[src/rtl/dldg_pkg.sv]
package dldg_pkg;

    localparam int unsigned X_W     = 10;
    localparam int unsigned Y_W     = 9;
    localparam int unsigned ERR_W   = 12;
    localparam int unsigned DIST_W  = 6;
    localparam int unsigned LEN_W   = 4;
    localparam int unsigned COUNT_W = 7;   // holds 0..64
    localparam int unsigned GUARD_W = 13;  // holds 0..4096

    localparam logic [LEN_W-1:0] RESET_RUN_LENGTH = 4'd5;

    // Register indexes on the configuration port
    localparam logic REG_DASH_LENGTH = 1'b0;
    localparam logic REG_GAP_LENGTH  = 1'b1;

    typedef struct packed {
        logic [X_W-1:0] x;
        logic [Y_W-1:0] y;
    } point_t;

    typedef struct packed {
        point_t first;
        point_t final_pt;
    } dash_t;

    // Walker state handed to the step unit
    typedef struct packed {
        point_t                    pos;
        logic signed [ERR_W-1:0]   err;
        logic [X_W-1:0]            dx;
        logic [Y_W-1:0]            dy;
        logic                      step_x_up;
        logic                      step_y_up;
    } walk_t;

    // Result of one Bresenham step
    typedef struct packed {
        point_t                    pos;
        logic signed [ERR_W-1:0]   err;
    } step_t;

    typedef enum logic [3:0] {
        ST_IDLE   = 4'b0001,
        ST_SETUP  = 4'b0010,
        ST_WALK   = 4'b0100,
        ST_FINISH = 4'b1000
    } state_t;

endpackage

[src/rtl/dashed_line_dash_generator_unit.sv]
// Dashed line generator: walks the 8-connected Bresenham line of a request
// and returns each complete dash as a start and end pixel.
// Input channel (in_valid/in_ready) takes start_x/start_y, end_x/end_y and
// phase. Output channel (out_valid/out_ready) gives one transfer per dash;
// the final one carries last. A line with no complete dash gives a single
// transfer with dash_valid low, last high and zero coordinates. A dash still
// open at the end pixel is dropped; at most 64 dashes are returned.
// Configuration: cfg_en writes cfg_data into dash_length (index 0) or
// gap_length (index 1); both reset to 5.
// Timing: the walk takes one Bresenham step per cycle through a single step
// unit while no stalled receiver halts it. in_ready is low from the input
// transfer until the last result is loaded into the output register, so a
// new request is taken only once the previous line is finished.
// Each closed dash is held until the next closes, so a dash goes out when its
// successor closes or when the walk ends. A stalled receiver halts the walk
// only when a held dash must go out while the output register is still full.
// Reset returns to idle with the output empty and both lengths at 5.
module dashed_line_dash_generator_unit (
    input  logic        clk,
    input  logic        rst_n,
    input  logic        cfg_en,
    input  logic        cfg_addr,
    input  logic [3:0]  cfg_data,
    input  logic        in_valid,
    output logic        in_ready,
    input  logic [9:0]  start_x,
    input  logic [8:0]  start_y,
    input  logic [9:0]  end_x,
    input  logic [8:0]  end_y,
    input  logic [3:0]  phase,
    output logic        out_valid,
    input  logic        out_ready,
    output logic [9:0]  dash_start_x,
    output logic [8:0]  dash_start_y,
    output logic [9:0]  dash_end_x,
    output logic [8:0]  dash_end_y,
    output logic        dash_valid,
    output logic        last
);

    localparam int unsigned DW = dldg_pkg::DIST_W;

    dldg_pkg::state_t                   state_reg;
    logic [dldg_pkg::LEN_W-1:0]         dash_len_reg;
    logic [dldg_pkg::LEN_W-1:0]         gap_len_reg;

    dldg_pkg::point_t                   pos_reg;
    dldg_pkg::point_t                   end_reg;
    logic [dldg_pkg::X_W-1:0]           dx_reg;
    logic [dldg_pkg::Y_W-1:0]           dy_reg;
    logic                               step_x_up_reg;
    logic                               step_y_up_reg;
    logic signed [dldg_pkg::ERR_W-1:0]  err_reg;
    logic signed [DW-1:0]               dist_reg;
    logic                               in_dash_reg;
    dldg_pkg::point_t                   open_reg;
    dldg_pkg::dash_t                    held_reg;
    logic                               held_valid_reg;
    logic [dldg_pkg::COUNT_W-1:0]       count_reg;
    logic [dldg_pkg::GUARD_W-1:0]       guard_reg;

    logic                               out_valid_reg;
    dldg_pkg::dash_t                    out_dash_reg;
    logic                               out_dash_valid_reg;
    logic                               out_last_reg;

    dldg_pkg::walk_t                    walk_cur;
    dldg_pkg::step_t                    walk_nxt;

    logic                               in_xfer;
    logic                               out_free;
    logic                               at_end;
    logic                               dist_in_dash;
    logic                               open_now;
    logic                               dash_open;
    dldg_pkg::point_t                   open_pt;
    logic signed [DW:0]                 dist_inc;
    logic [dldg_pkg::LEN_W:0]           period;
    logic                               wrap;
    logic                               close;
    logic                               keep;
    logic                               emit_walk;
    logic                               advance;
    logic                               emit_final;
    logic [dldg_pkg::X_W-1:0]           dx_in;
    logic [dldg_pkg::Y_W-1:0]           dy_in;

    assign in_ready = (state_reg == dldg_pkg::ST_IDLE);
    assign in_xfer  = in_valid && in_ready;
    assign out_free = !out_valid_reg || out_ready;

    assign dx_in = (start_x < end_x) ? end_x - start_x : start_x - end_x;
    assign dy_in = (start_y < end_y) ? end_y - start_y : start_y - end_y;

    always_comb
    begin
        walk_cur.pos       = pos_reg;
        walk_cur.err       = err_reg;
        walk_cur.dx        = dx_reg;
        walk_cur.dy        = dy_reg;
        walk_cur.step_x_up = step_x_up_reg;
        walk_cur.step_y_up = step_y_up_reg;
    end

    dldg_bres_step u_step (
        .cur (walk_cur),
        .nxt (walk_nxt)
    );

    always_comb
    begin
        at_end       = (pos_reg == end_reg) || guard_reg[dldg_pkg::GUARD_W-1];
        dist_in_dash = !dist_reg[DW-1] &&
                       ({1'b0, dist_reg[DW-2:0]} <
                        {{(DW - dldg_pkg::LEN_W){1'b0}}, dash_len_reg});
        open_now     = dist_in_dash && !in_dash_reg;
        dash_open    = in_dash_reg || open_now;
        open_pt      = open_now ? pos_reg : open_reg;
        dist_inc     = {dist_reg[DW-1], dist_reg} + {{DW{1'b0}}, 1'b1};
        period       = {1'b0, dash_len_reg} + {1'b0, gap_len_reg};
        wrap         = dist_inc >= $signed({{(DW - dldg_pkg::LEN_W){1'b0}}, period});
        close        = !wrap && dash_open &&
                       (dist_inc >= $signed({{(DW + 1 - dldg_pkg::LEN_W){1'b0}},
                                             dash_len_reg}));
        // Dashes past the 64th are dropped
        keep         = close && !count_reg[dldg_pkg::COUNT_W-1];
        emit_walk    = keep && held_valid_reg;
        advance      = (state_reg == dldg_pkg::ST_WALK) && !at_end &&
                       !(emit_walk && !out_free);
        emit_final   = (state_reg == dldg_pkg::ST_FINISH) && out_free;
    end

    // Sequencer and walk control
    always_ff @(posedge clk or negedge rst_n)
    begin
        if (!rst_n)
        begin
            state_reg      <= dldg_pkg::ST_IDLE;
            dash_len_reg   <= dldg_pkg::RESET_RUN_LENGTH;
            gap_len_reg    <= dldg_pkg::RESET_RUN_LENGTH;
            dist_reg       <= '0;
            in_dash_reg    <= 1'b0;
            held_valid_reg <= 1'b0;
            count_reg      <= '0;
            guard_reg      <= '0;
        end
        else
        begin
            if (cfg_en)
            begin
                unique case (cfg_addr)
                    dldg_pkg::REG_DASH_LENGTH: dash_len_reg <= cfg_data;
                    dldg_pkg::REG_GAP_LENGTH:  gap_len_reg  <= cfg_data;
                    default: ;
                endcase
            end

            unique case (state_reg)
                dldg_pkg::ST_IDLE:
                begin
                    if (in_xfer)
                    begin
                        state_reg      <= dldg_pkg::ST_SETUP;
                        dist_reg       <= -$signed({{(DW - dldg_pkg::LEN_W){1'b0}}, phase});
                        in_dash_reg    <= 1'b0;
                        held_valid_reg <= 1'b0;
                        count_reg      <= '0;
                        guard_reg      <= '0;
                    end
                end
                dldg_pkg::ST_SETUP:
                begin
                    state_reg <= dldg_pkg::ST_WALK;
                end
                dldg_pkg::ST_WALK:
                begin
                    if (at_end)
                    begin
                        state_reg <= dldg_pkg::ST_FINISH;
                    end
                    else if (advance)
                    begin
                        dist_reg    <= wrap ? '0 : dist_inc[DW-1:0];
                        in_dash_reg <= close ? 1'b0 : dash_open;
                        guard_reg   <= guard_reg + 1'b1;
                        if (keep)
                        begin
                            held_valid_reg <= 1'b1;
                            count_reg      <= count_reg + 1'b1;
                        end
                    end
                end
                dldg_pkg::ST_FINISH:
                begin
                    if (out_free)
                    begin
                        state_reg <= dldg_pkg::ST_IDLE;
                    end
                end
                default:
                begin
                    state_reg <= dldg_pkg::ST_IDLE;
                end
            endcase
        end
    end

    // Walk datapath
    always_ff @(posedge clk)
    begin
        if (in_xfer)
        begin
            pos_reg       <= '{x: start_x, y: start_y};
            end_reg       <= '{x: end_x, y: end_y};
            dx_reg        <= dx_in;
            dy_reg        <= dy_in;
            step_x_up_reg <= start_x < end_x;
            step_y_up_reg <= start_y < end_y;
        end
        else if (state_reg == dldg_pkg::ST_SETUP)
        begin
            err_reg <= $signed({{(dldg_pkg::ERR_W - dldg_pkg::X_W){1'b0}}, dx_reg}) -
                       $signed({{(dldg_pkg::ERR_W - dldg_pkg::Y_W){1'b0}}, dy_reg});
        end
        else if (advance)
        begin
            pos_reg  <= walk_nxt.pos;
            err_reg  <= walk_nxt.err;
            open_reg <= open_pt;
            if (keep)
            begin
                held_reg <= '{first: open_pt, final_pt: pos_reg};
            end
        end
    end

    // Output register
    always_ff @(posedge clk or negedge rst_n)
    begin
        if (!rst_n)
        begin
            out_valid_reg <= 1'b0;
        end
        else if ((advance && emit_walk) || emit_final)
        begin
            out_valid_reg <= 1'b1;
        end
        else if (out_ready)
        begin
            out_valid_reg <= 1'b0;
        end
    end

    always_ff @(posedge clk)
    begin
        if (advance && emit_walk)
        begin
            out_dash_reg       <= held_reg;
            out_dash_valid_reg <= 1'b1;
            out_last_reg       <= 1'b0;
        end
        else if (emit_final)
        begin
            // Final transfer: the held dash, or for an empty line zero coordinates with dash_valid low
            out_dash_reg       <= held_valid_reg ? held_reg : '0;
            out_dash_valid_reg <= held_valid_reg;
            out_last_reg       <= 1'b1;
        end
    end

    assign out_valid    = out_valid_reg;
    assign dash_start_x = out_dash_reg.first.x;
    assign dash_start_y = out_dash_reg.first.y;
    assign dash_end_x   = out_dash_reg.final_pt.x;
    assign dash_end_y   = out_dash_reg.final_pt.y;
    assign dash_valid   = out_dash_valid_reg;
    assign last         = out_last_reg;

endmodule

[src/rtl/dldg_bres_step.sv]
module dldg_bres_step (
    input  dldg_pkg::walk_t cur,
    output dldg_pkg::step_t nxt
);

    logic signed [dldg_pkg::ERR_W:0] e2;
    logic signed [dldg_pkg::ERR_W:0] dx_s;
    logic signed [dldg_pkg::ERR_W:0] dy_s;
    logic                            move_x;
    logic                            move_y;
    logic signed [dldg_pkg::ERR_W-1:0] err_x;

    always_comb
    begin
        e2     = {cur.err, 1'b0};
        dx_s   = $signed({{(dldg_pkg::ERR_W + 1 - dldg_pkg::X_W){1'b0}}, cur.dx});
        dy_s   = $signed({{(dldg_pkg::ERR_W + 1 - dldg_pkg::Y_W){1'b0}}, cur.dy});
        move_x = e2 > -dy_s;
        move_y = e2 < dx_s;

        err_x = move_x ? cur.err - dy_s[dldg_pkg::ERR_W-1:0] : cur.err;
        nxt.err = move_y ? err_x + dx_s[dldg_pkg::ERR_W-1:0] : err_x;

        nxt.pos.x = cur.pos.x;
        if (move_x)
        begin
            nxt.pos.x = cur.step_x_up ? cur.pos.x + 1'b1 : cur.pos.x - 1'b1;
        end
        nxt.pos.y = cur.pos.y;
        if (move_y)
        begin
            nxt.pos.y = cur.step_y_up ? cur.pos.y + 1'b1 : cur.pos.y - 1'b1;
        end
    end

endmodule

[config.mk]
export PLATFORM = sky130hd
export DESIGN_NAME = dashed_line_dash_generator_unit
export DESIGN_NICKNAME = d
export VERILOG_FILES = /design/src/rtl/dldg_pkg.sv /design/src/rtl/dashed_line_dash_generator_unit.sv /design/src/rtl/dldg_bres_step.sv
export SDC_FILE = /design/constraint.sdc
export NUM_CORES = 1
export LEC_CHECK = 0
export ABC_AREA = 1
export BUFFER_PORTS_ARGS = -buffer_cell sky130_fd_sc_hd__buf_2
export CAP_MARGIN = 20
export CORE_ASPECT_RATIO = 1.5
export CORE_UTILIZATION = 47
export CTS_CLUSTER_SIZE = 12
export DETAILED_ROUTE_END_ITERATION = 10
export PLACE_DENSITY = 0.77
export SYNTH_ARGS = -nofsm -noshare
export SYNTH_HDL_FRONTEND = slang
export SYNTH_SLANG_ARGS = --single-unit
[constraint.sdc]
create_clock -name clk -period 6 [get_ports clk]
set_input_delay 0.9 -clock clk [delete_from_list [all_inputs] [get_ports clk]]
set_output_delay 0.9 -clock clk [all_outputs]
set_load 0.05 [all_outputs]
Yosys cells after proc, flatten, opt, wreduce, memory -nomap -nowiden
Cells that the tools add are included.
{"block": "totals", "mem_bits_ro": 0, "mem_bits_rw": 0, "latchBits": 0, "out_inout_bits": 42, "mem_count": 0, "elab_cells": 156, "input_bits": 52, "register_bits": 209}
{"block": "classes", "n_eq_ne": 12, "reduce_logical": 41, "n_mux": 46, "n_mul": 0, "addsub": 17, "n_lt_le_gt_ge": 7, "n_bitwise": 3, "div": 0, "shifts": 0}
{"op": "$mux W38", "n": 3}
{"op": "$mux W19", "n": 4}
{"op": "$mux W12", "n": 4}
{"op": "$mux W13", "n": 3}
{"op": "$mux W10", "n": 3}
{"op": "$mux W7", "n": 4}
{"op": "$mux W9", "n": 3}
{"op": "$pmux W13 S2", "n": 1}
{"op": "$mux W6", "n": 4}
{"op": "$sub A10 B10 Y10", "n": 2}
{"op": "$eq A19 B19 Y1", "n": 1}
{"op": "$sub A9 B9 Y9", "n": 2}
{"op": "$pmux W4 S4", "n": 1}
{"op": "$pmux W7 S2", "n": 1}
{"op": "$reduce_bool A2 Y1", "n": 7}
{"op": "$add A13 B1 Y13 const B", "n": 1}
{"op": "$gt A13 B13 Y1", "n": 1}
{"op": "$lt A13 B11 Y1", "n": 1}
{"op": "$neg A9 Y13", "n": 1}
{"op": "$add A12 B10 Y12", "n": 1}
{"op": "$logic_and A1 B1 Y1", "n": 12}
{"op": "$mux W4", "n": 3}
{"op": "$ne A2 B2 Y1 const B", "n": 6}
{"op": "$pmux W6 S2", "n": 1}
{"op": "29 further kinds", "n": 56}

Longest topological paths before layout
Gate-level depths: netlist of run 1.
{"block": "depth", "depth_word": 14, "ltp_mapped": 33, "depth_no_buf": 33}

Cells and area by module
Synthesis of run 1 repeated with hierarchy kept, for this count alone.
{"block": "unflattened", "cells_unflattened": 1609, "hier_area_um2": 14064.7}
{"mod": "dashed_line_dash_generator_unit", "instances": 1, "area_per_inst_um2": 11061.9, "seq_area_each_um2": 6057.1, "cells_per_inst": 1106}
{"mod": "dldg_bres_step", "instances": 1, "area_per_inst_um2": 3002.9, "seq_area_each_um2": 0.0, "cells_per_inst": 503}

Worst setup path before layout of run 1
No wires, ideal clock.
{"block": "synth_path", "path_type": "flip-flop to flip-flop", "startpoint": "register dy_reg[1] (netlist bit)", "endpoint": "register err_reg[7] (netlist bit) (data pin)", "setup_ns": 0.264, "n_path_buf": 0, "synth_period_minus_slack_ns": 4.244, "arrival_time_ns": 3.979, "path_stages_with_launch": 28, "setup_slack_ns": 1.756, "required_time_ns": 5.736, "path_cell_list": "edfxtp_1 -> inv_1 -> ha_1 -> nand3_1 -> nor2_1 -> a31oi_1 -> or2_2 -> ha_1 -> nand2_1 -> nor2_1 -> and2_1 -> nand2_1 -> nand3_1 -> nand2_1 -> nand3_1 -> or2_2 -> o21ai_0 -> inv_1 -> ha_1 -> a21oi_1 -> o21ai_0 -> a21oi_1 -> nor2_1 -> nor2_1 -> xor2_1 -> nand2_1 -> o211ai_1 -> o21ai_0"}
{"block": "synth_between", "elab_chain_cells": 7}
{"item": "start: declaration", "line_no": "dashed_line_dash_generator_unit.sv:50", "rtl": "logic [dldg_pkg::Y_W-1:0] dy_reg;"}
{"item": "start signal: assignment", "line_no": "dashed_line_dash_generator_unit.sv:216", "rtl": "dy_reg <= dy_in;"}
{"item": "$neg A9 Y13", "line_no": "dldg_bres_step.sv:18", "rtl": "move_x = e2 > -dy_s;"}
{"item": "$gt A13 B13 Y1", "line_no": "dldg_bres_step.sv:18"}
{"item": "$mux W12", "line_no": "dldg_bres_step.sv:21", "rtl": "err_x = move_x ? cur.err - dy_s[dldg_pkg::ERR_W-1:0] : cur.err;"}
{"item": "$add A12 B10 Y12", "line_no": "dldg_bres_step.sv:22", "rtl": "nxt.err = move_y ? err_x + dx_s[dldg_pkg::ERR_W-1:0] : err_x;"}
{"item": "$mux W12", "line_no": "dldg_bres_step.sv:22"}
{"item": "$mux W12", "line_no": "dashed_line_dash_generator_unit.sv:225", "rtl": "else if (advance)"}
{"item": "$mux W12 *", "line_no": "dashed_line_dash_generator_unit.sv:220", "rtl": "else if (state_reg == dldg_pkg::ST_SETUP)"}
{"item": "end signal: assignment", "line_no": "dashed_line_dash_generator_unit.sv:222", "rtl": "err_reg <= $signed({{(dldg_pkg::ERR_W - dldg_pkg::X_W){1'b0}}, dx_reg}) -"}
{"item": "end signal: assignment", "line_no": "dashed_line_dash_generator_unit.sv:228", "rtl": "err_reg <= walk_nxt.err;"}
{"item": "end: declaration", "line_no": "dashed_line_dash_generator_unit.sv:53", "rtl": "logic signed [dldg_pkg::ERR_W-1:0] err_reg;"}
Every way passes the cells marked *; elsewhere a longest branch is shown, timed or not. The select of a mux whose other input is x is not followed.
A chain may end at the register's enable or synchronous reset.

Worst setup path in the final report of run 1
Ends and elaborated chain as after synthesis.

==> qor.yml, run 1 <==
cp.depth: 27
post-route-period-util: 0.8541
die_w_um: 140.6
first_global_vias: 10410
seqPwrFrac: 0.334
combPwrFrac: 0.483
drv_slew: 0
hold_path_class: "reg2reg"
synth.top_cell.area_share: 0.3679
netlist_area_mm2: 0.01355
largest_reg_flops: 38
path_class: "reg2reg"
grt.total_usage: 0.2084
finalHoldViolCount: 0
synth_ff_type: "edfxtp_1"
critPathBufInv: 2
cts_tree: "done"
syn-mean-instance-area_um2: 8.974
r2r_slack_ps: 880
max_stage_delay_ps: 470
drv_cap: 0
setup_viol: 0
swShare: 0.4215
ir_worst_vdd_uv: 267.9
reg2reg_from: "dy_reg[1]$_DFFE_PP_"
worstSetupEndpointType: "register"
routabilityCongestion: 0.9183
slowest_stage: "or2_2"
start_kind: "register"
dr.pass1.iters: 6
cp-endpoint: "err_reg[7]$_DFFE_PP_"
synth_edf_count: 166
ctsHoldBuffers: 0
power_density_mw_per_mm2: 461.2
diodes: 0
netlist_top_cells_area: "edfxtp_1, ha_1, nand2_1"
outcome: "completed"
wl_mm: 30.09
nets: 1781
rsz0062_at_grt: "false"
path_clk_slew_ps: 60
r2r-end: "err_reg[7]$_DFFE_PP_"
cp.required_ps: 6250
start_util: 0.4813
dp_hpwl_mm: 22.92
layout_commonest_cell: "nand2_1"
die_h_um: 210.0
finalSetupTns_ps: 0
power.internal_mw: 4.001
die-area_mm2: 0.02953
clock-sinks: 209
place_area_mm2: 0.01433
wl_per_cell_um: 15.37
clockBufferDepth: 3
syn_nets: 1695
fmax_mhz: 195.1
final_area_mm2: 0.01500
htreeDepth: 1
yosysSeqAreaShare: 0.4470
clk_latency_ps: 520
drive_gt1_frac: 0.1154
cp-startpoint: "dy_reg[1]$_DFFE_PP_"
skew_ps: 21.44
slew-limit-headroom: 0.3301
antenna_found_initial: 1
fill_cells: 2480
final_cell_mix: "nand2_1, inv_1, edfxtp_1"
drc: 0
crit_family: "simple AND/OR/NAND/NOR gates"
synth_warnings: 0
path_max_fanout: 17
ys_async_sr_fraction: 0.1962
core_mm2: 0.02815
worst_pin_slew_ps: 1003
synth_area_leader_cell: "edfxtp_1"
ioPinCount: 94
grt_remaining_overflow: 0
ys_ff_latch: 209
power.leakage_nw: 7.194
holdPathStages: 2
clkPwrFrac: 0.184
ant_nets: 0
portBuffers: 93
cts_post_setup_buffers_inserted: 0
tritoncts.num_buffers: 22
routed-via-count: 10330
via_per_inst: 5.275
post_cts_resized: 0
syn_inst: 1510
cp.arrival_ps: 5380
p_switching_mw: 2.915
first_iter_violations: 563
min_period_ps: 5124
rows: 75
grt_pass1_wl_mm: 49.69
area_growth_pct: 10.66
grt_max_degree: 51
synth_cell_type_count: 53
cts_root_buf: "clkbuf_16"
worst_r2r_path_depth: 27
## final cells by class
class	count	area, µm²	area share
Clock buffer	35	619.3	0.04130
Clock inverter	5	51.30	0.003421
Inverter	225	844.6	0.05632
Multi-Input combinational cell	1038	6472	0.4316
Sequential cell	209	6057	0.4039
Tap cell	346	432.9	0.02887
Timing Repair Buffer	100	518.0	0.03454
## routing by layer
metal | track usage | wire (µm) | up-vias
met2 | 0.4093 | 16430 | 245
met3 | 0.01863 | 1091 | 67
met4 | 0.07534 | 932 | 2
met1 | 0.2296 | 11620 | 4832
met5 | 0 | 13 | -
li1 | - | - | 5183
## synthesized netlist by cell type, types with 20 or more instances
cell        n
a21oi_1    79
clkbuf_1   28
dfrtp_1    36
edfxtp_1  166
ha_1      123
inv_1     222
nand2_1   340
nand3_1    76
nand4_1    20
nor2_1     96
o21ai_0    85
xnor2_1    35
xor2_1     59
## through the flow
stage                     utilization  hold slack [ps]  total power, mW  setup WS, ps  cells
after detailed placement       0.5088            463.8            5.631         914.4   1918
after CTS                      0.5327            473.0            6.928         883.6   1958
after global routing           0.5327            485.6            7.506         256.0   1958
after floorplan                     -            457.0            4.839          1756   1510
after global placement         0.5088            445.7            5.505          1068   1918
final                          0.5327            475.5            6.916         875.6   1958
## power groups by stage
stage	combinational (mW)	clock (mW)	sequential [mW]
2_1_floorplan	2.61	0	2.23
3_3_place_gp	3.18	0	2.33
3_5_place_dp	3.30	0	2.34
4_1_cts	3.33	1.29	2.31
5_1_grt	3.82	1.35	2.34
6_report	3.34	1.27	2.31
## worst reg2reg max path: stages, from the launching register on
cell	delay [ps]
edfxtp_1	430
inv_1	180
ha_1	220
nand3_1	110
nor2_1	180
a31oi_1	90
or2_2	280
ha_1	290
nand2_1	90
nor2_1	40
and2_1	150
nand2_1	70
nand3_1	60
nand2_1	80
nand3_1	430
or2_2	470
o21ai_0	70
inv_1	70
ha_1	360
a21oi_1	220
o21ai_0	140
a21oi_1	230
nor2_1	60
nor2_1	110
xor2_1	160
nand2_1	70
o211ai_1	90
o21ai_0	110
## kinds of logic (layout without fill, tap and decap cells)
group,count (synthesis),count (layout),share of synthesized area
flip-flops,209,209,0.4470
XOR/XNOR,94,94,0.06076
adder cells (fa/ha/maj),133,133,0.1283
buffers and inverters,263,365,0.07535
AND/OR/NAND/NOR,575,575,0.1822
multiplexers,18,18,0.01487
AO/OA/AOI/OAI,218,218,0.09151
## worst min path at each step
stage / slack [ps] / startpoint / endpoint
floorplan: 460 / gap_len_reg[3]$_DFFE_PN0P_ / gap_len_reg[3]$_DFFE_PN0P_
global placement: 450 / last$_SDFFE_PP0P_ / last$_SDFFE_PP0P_
detailed placement: 460 / last$_SDFFE_PP0P_ / last$_SDFFE_PP0P_
CTS: 470 / last$_SDFFE_PP0P_ / last$_SDFFE_PP0P_
global route: 490 / last$_SDFFE_PP0P_ / last$_SDFFE_PP0P_
finish: 480 / last$_SDFFE_PP0P_ / last$_SDFFE_PP0P_
No activity file was read; power rests on OpenSTA's default activity.
==> run 2, diff against run 1 <==
==> constraint.sdc (replaced) <==
create_clock -name clk -period 6 [get_ports clk]
set_input_delay 0 -clock clk [delete_from_list [all_inputs] [get_ports clk]]
set_output_delay 0 -clock clk [all_outputs]
set_load 0.05 [all_outputs]
==> run 2 against run 1 <==
  * First-iteration DRC count grew 6.9%
  * Wire length rose by 5.0%
  * Non-clock buffer count increased by 54
  * Sequential share of layout area fell by 1.4 points
  * Clock-buffer cell count unchanged
  * Flip-flop and latch count unchanged
  * Final cell count increased by 2.8%
  * Total power up 0.73%
  * Critical endpoint unchanged
  * Largest power group unchanged
  * Highest routed layer is now met4
==> qor.yml, run 2 (synthesis results as in run 1) <==
outcome: "completed"
r2r-end: "err_reg[7]$_DFFE_PP_"
drv_slew: 0
power.internal_mw: 4.026
via_per_inst: 5.273
rsz0062_at_grt: "false"
post-route-period-util: 0.8532
cp-endpoint: "err_reg[7]$_DFFE_PP_"
tritoncts.num_buffers: 22
diodes: 0
power.leakage_nw: 7.421
fmax_mhz: 195.3
layout_commonest_cell: "nand2_1"
post_cts_resized: 0
max_stage_delay_ps: 460
cts_root_buf: "clkbuf_16"
skew_ps: 27.88
dp.cells: 1918
dr.pass1.iters: 5
path_class: "reg2reg"
slew-limit-headroom: 0.3225
worstSetupEndpointType: "register"
portBuffers: 93
p_switching_mw: 2.940
power_mw: 6.966
ant_nets: 0
ioPinCount: 94
drv_cap: 0
die-area_mm2: 0.02953
cp.arrival_ps: 5370
hold_path_class: "in2reg"
start_kind: "register"
drive_gt1_frac: 0.1116
largest_reg_flops: 38
drc: 0
dp_hpwl_mm: 22.92
ctsHoldBuffers: 54
rows: 75
path_max_fanout: 17
finalSetupTns_ps: 0
htreeDepth: 1
grt_pass1_wl_mm: 51.60
area_growth_pct: 14.65
min_period_ps: 5119
wl_per_cell_um: 15.71
start_util: 0.4813
ir_worst_vdd_uv: 283.2
cts_tree: "done"
core_mm2: 0.02815
reg2reg_from: "dy_reg[1]$_DFFE_PP_"
routabilityCongestion: 0.9183
worst_r2r_path_depth: 27
die_w_um: 140.6
final_cell_mix: "nand2_1, inv_1, edfxtp_1"
seqPwrFrac: 0.331
swShare: 0.4220
grt_remaining_overflow: 0
slowest_stage: "or2_2"
r2r_slack_ps: 880
grt.total_usage: 0.2172
die_h_um: 210.0
cp.required_ps: 6250
clock-sinks: 209
wl_mm: 31.60
worst_pin_slew_ps: 1015
setup_viol: 0
fill_cells: 2412
first_global_vias: 10810
first_iter_violations: 602
grt_max_degree: 51
nets: 1835
fin_ws_ps: 880.7
dp_slack_ps: 914.4
antenna_found_initial: 0
clkPwrFrac: 0.184
cts_post_setup_buffers_inserted: 0
power_density_mw_per_mm2: 448.4
combPwrFrac: 0.485
clockBufferDepth: 3
finalHoldViolCount: 0
cp-startpoint: "dy_reg[1]$_DFFE_PP_"
path_clk_slew_ps: 60
routed-via-count: 10610
clk_latency_ps: 530
final_cells: 2012
run 2: cell types whose count changed in the layout (fill, tap and decap cells not counted), sizes merged:
| cell | delta |
|---|---|
| dlygate4sd3 | +54 |
run 2: per-stage QoR:
stage / hold slack, ps / cell area (µm²) / util
global route: 54.26 / 15540 / 0.5519
finish: 26.86 / 15540 / 0.5519
global placement: 176.0 / 14330 / 0.5088
CTS: 7.280 / 15540 / 0.5519
detailed placement: 186.4 / 14330 / 0.5088
floorplan: -295.6 / 13550 / -
run 2: power by group through the flow:
| stage | Combinational [mW] | Clock [mW] | Sequential, mW |
|---|---|---|---|
| final | 3.38 | 1.28 | 2.31 |
| after global placement | 3.18 | 0 | 2.33 |
| after detailed placement | 3.30 | 0 | 2.34 |
| after CTS | 3.36 | 1.29 | 2.31 |
| after global routing | 3.86 | 1.35 | 2.34 |
| after floorplan | 2.61 | 0 | 2.23 |
run 2: cell type report:
| type | count | area, µm² | area share |
|---|---|---|---|
| Sequential cell | 209 | 6057 | 0.3899 |
| Clock inverter | 5 | 51.30 | 0.003302 |
| Inverter | 225 | 844.6 | 0.05436 |
| Timing Repair Buffer | 154 | 1059 | 0.06813 |
| Tap cell | 346 | 432.9 | 0.02786 |
| Multi-Input combinational cell | 1038 | 6472 | 0.4166 |
| Clock buffer | 35 | 619.3 | 0.03986 |
run 2: worst min-delay path by stage:
stage,startpoint,to,slack [ps],cells past startpoint
floorplan,rst_n,count_reg[0]$_DFFE_PN0P_,-300,0
global placement,rst_n,count_reg[2]$_DFFE_PN0P_,180,1
detailed placement,rst_n,count_reg[2]$_DFFE_PN0P_,190,1
CTS,phase[1],dist_reg[1]$_DFFE_PN0P_,7,7
global route,phase[1],dist_reg[1]$_DFFE_PN0P_,50,7
finish,phase[1],dist_reg[1]$_DFFE_PN0P_,30,7
run 2: per-layer routing:
layer,GRT usage,wire length (µm),share of wire,vias up
met3,0.02067,1196,0.038,77
met5,0,0,0,-
met2,0.4246,17170,0.54,286
met1,0.2346,12070,0.38,4961
li1,-,-,-,5285
met4,0.09220,1173,0.037,0
run 2: worst max-delay path, delay by kind of cell (launching register included):
kind,cells,cell delay (ps)
adders and majority gates,3,870
and+or+nand+nor,14,2190
xor gates and xnor gates,1,160
DFF,1,430
buffers and inverters,2,250
AOI/OAI and AO/OA,7,940
==> run 3, diff against run 2 <==
HOLD_SLACK_MARGIN = 0.12   (was default)
==> run 3 against run 2 <==
  * Clock-buffer cell count stayed put
  * Setup slack got worse by 13 ps
  * Critical path type unchanged
  * Highest routed layer unchanged
  * Clock skew shrank 1.1 ps
  * Global-route usage hardly changed
==> qor.yml, run 3 (synthesis results as in run 1) <==
path_clk_slew_ps: 60
dr.pass1.iters: 5
grt_remaining_overflow: 0
power.internal_mw: 4.027
die-area_mm2: 0.02953
via_per_inst: 5.266
wl_per_cell_um: 15.72
start_util: 0.4813
rsz0062_at_grt: "false"
path_max_fanout: 17
skew_ps: 26.82
ioPinCount: 94
swShare: 0.4220
setup_viol: 0
worst_r2r_path_depth: 27
routabilityCongestion: 0.9183
slew-limit-headroom: 0.3262
post-route-period-util: 0.8554
post_cts_resized: 0
cts_tree: "done"
cp.arrival_ps: 5380
nets: 1836
clock-sinks: 209
finalSetupTns_ps: 0
hold_path_class: "in2async"
layout_commonest_cell: "nand2_1"
first_global_vias: 10810
fill_cells: 2411
grt_max_degree: 51
drv_cap: 0
outcome: "completed"
portBuffers: 93
tritoncts.num_buffers: 22
die_h_um: 210.0
drive_gt1_frac: 0.1116
ant_nets: 0
fmax_mhz: 194.8
diodes: 0
clkPwrFrac: 0.183
rows: 75
worstSetupEndpointType: "register"
min_period_ps: 5132
p_switching_mw: 2.940
first_iter_violations: 630
r2r_slack_ps: 870
path_class: "reg2reg"
ir_worst_vdd_uv: 282.2
final_cell_mix: "nand2_1, inv_1, edfxtp_1"
start_kind: "register"
dp_slack_ps: 914.4
cts_post_setup_buffers_inserted: 0
grt_pass1_wl_mm: 51.61
power.leakage_nw: 7.426
clk_latency_ps: 530
wl_mm: 31.64
routed-via-count: 10600
drv_slew: 0
reg2reg_from: "dy_reg[1]$_DFFE_PP_"
combPwrFrac: 0.485
area_growth_pct: 14.73
fin_ws_ps: 867.6
clockBufferDepth: 3
die_w_um: 140.6
finalHoldViolCount: 0
cp-startpoint: "dy_reg[1]$_DFFE_PP_"
htreeDepth: 1
cts_root_buf: "clkbuf_16"
seqPwrFrac: 0.331
final_cells: 2013
cp.required_ps: 6250
drc: 0
grt.total_usage: 0.2173
power_density_mw_per_mm2: 448.1
core_mm2: 0.02815
holdWs_ps: 153.2
dp.cells: 1918
largest_reg_flops: 38
dp_hpwl_mm: 22.92
worst_pin_slew_ps: 1009
antenna_found_initial: 0
-- run 3: changes by cell type in the layout (fill, tap and decap cells not counted), sizes merged --
cell         delta
dlygate4sd3     +1
-- run 3: path summary, 6_finish.rpt --
check | to
worst min-delay path | count_reg[2]$_DFFE_PN0P_
min in group clk | end_reg[6]$_DFFE_PP_
worst max register to register | err_reg[7]$_DFFE_PP_
worst max-delay path | err_reg[7]$_DFFE_PP_
max in group asynchronous | dist_reg[1]$_DFFE_PN0P_
worst min register to register | last$_SDFFE_PP0P_
-- run 3: critical path: stages (launching register included) --
cell	delay, ps
edfxtp_1	430
inv_1	180
ha_1	220
nand3_1	110
nor2_1	180
a31oi_1	90
or2_2	280
ha_1	290
nand2_1	90
nor2_1	40
and2_1	150
nand2_1	70
nand3_1	60
nand2_1	80
nand3_1	440
or2_2	470
o21ai_0	70
inv_1	70
ha_1	360
a21oi_1	220
o21ai_0	140
a21oi_1	220
nor2_1	60
nor2_1	110
xor2_1	160
nand2_1	70
o211ai_1	90
o21ai_0	110
-- run 3: layer usage --
layer  part of all wire  GRT usage  wire, µm
met5                  0          0         0
met4              0.037    0.09220      1163
met3              0.035    0.02067      1116
met2               0.54     0.4249     17180
met1               0.39     0.2346     12190
-- run 3: final cells by class --
type	count	area, µm²	area share
clock buffers	35	619.3	0.03984
multi-input cells	1038	6472	0.4163
flip-flops and latches	209	6057	0.3896
well taps	346	432.9	0.02785
inverters	225	844.6	0.05433
clock inverters	5	51.30	0.003300
repair buffers	155	1069	0.06873
-- run 3: timing repair --
item | 4_1_cts | 5_1_grt
hold buffers | 55 | 0
hold endpoints to repair | 104 | 0
endpoints found under the setup margin | 0 | 0
-- run 3: through the flow --
stage               power (mW)  instance area [µm²]  utilization
finish                   6.967                15550       0.5522
global route             7.551                15550       0.5522
CTS                      6.958                15550       0.5522
detailed placement       5.631                14330       0.5088
global placement         5.505                14330       0.5088
floorplan                4.839                13550            -
-- run 3: power by group through the flow --
| stage | clock network [mW] | registers [mW] | logic, mW |
|---|---|---|---|
| 6_report | 1.28 | 2.31 | 3.38 |
| 5_1_grt | 1.35 | 2.34 | 3.86 |
| 4_1_cts | 1.29 | 2.31 | 3.36 |
| 3_5_place_dp | 0 | 2.34 | 3.30 |
| 3_3_place_gp | 0 | 2.33 | 3.18 |
| 2_1_floorplan | 0 | 2.23 | 2.61 |
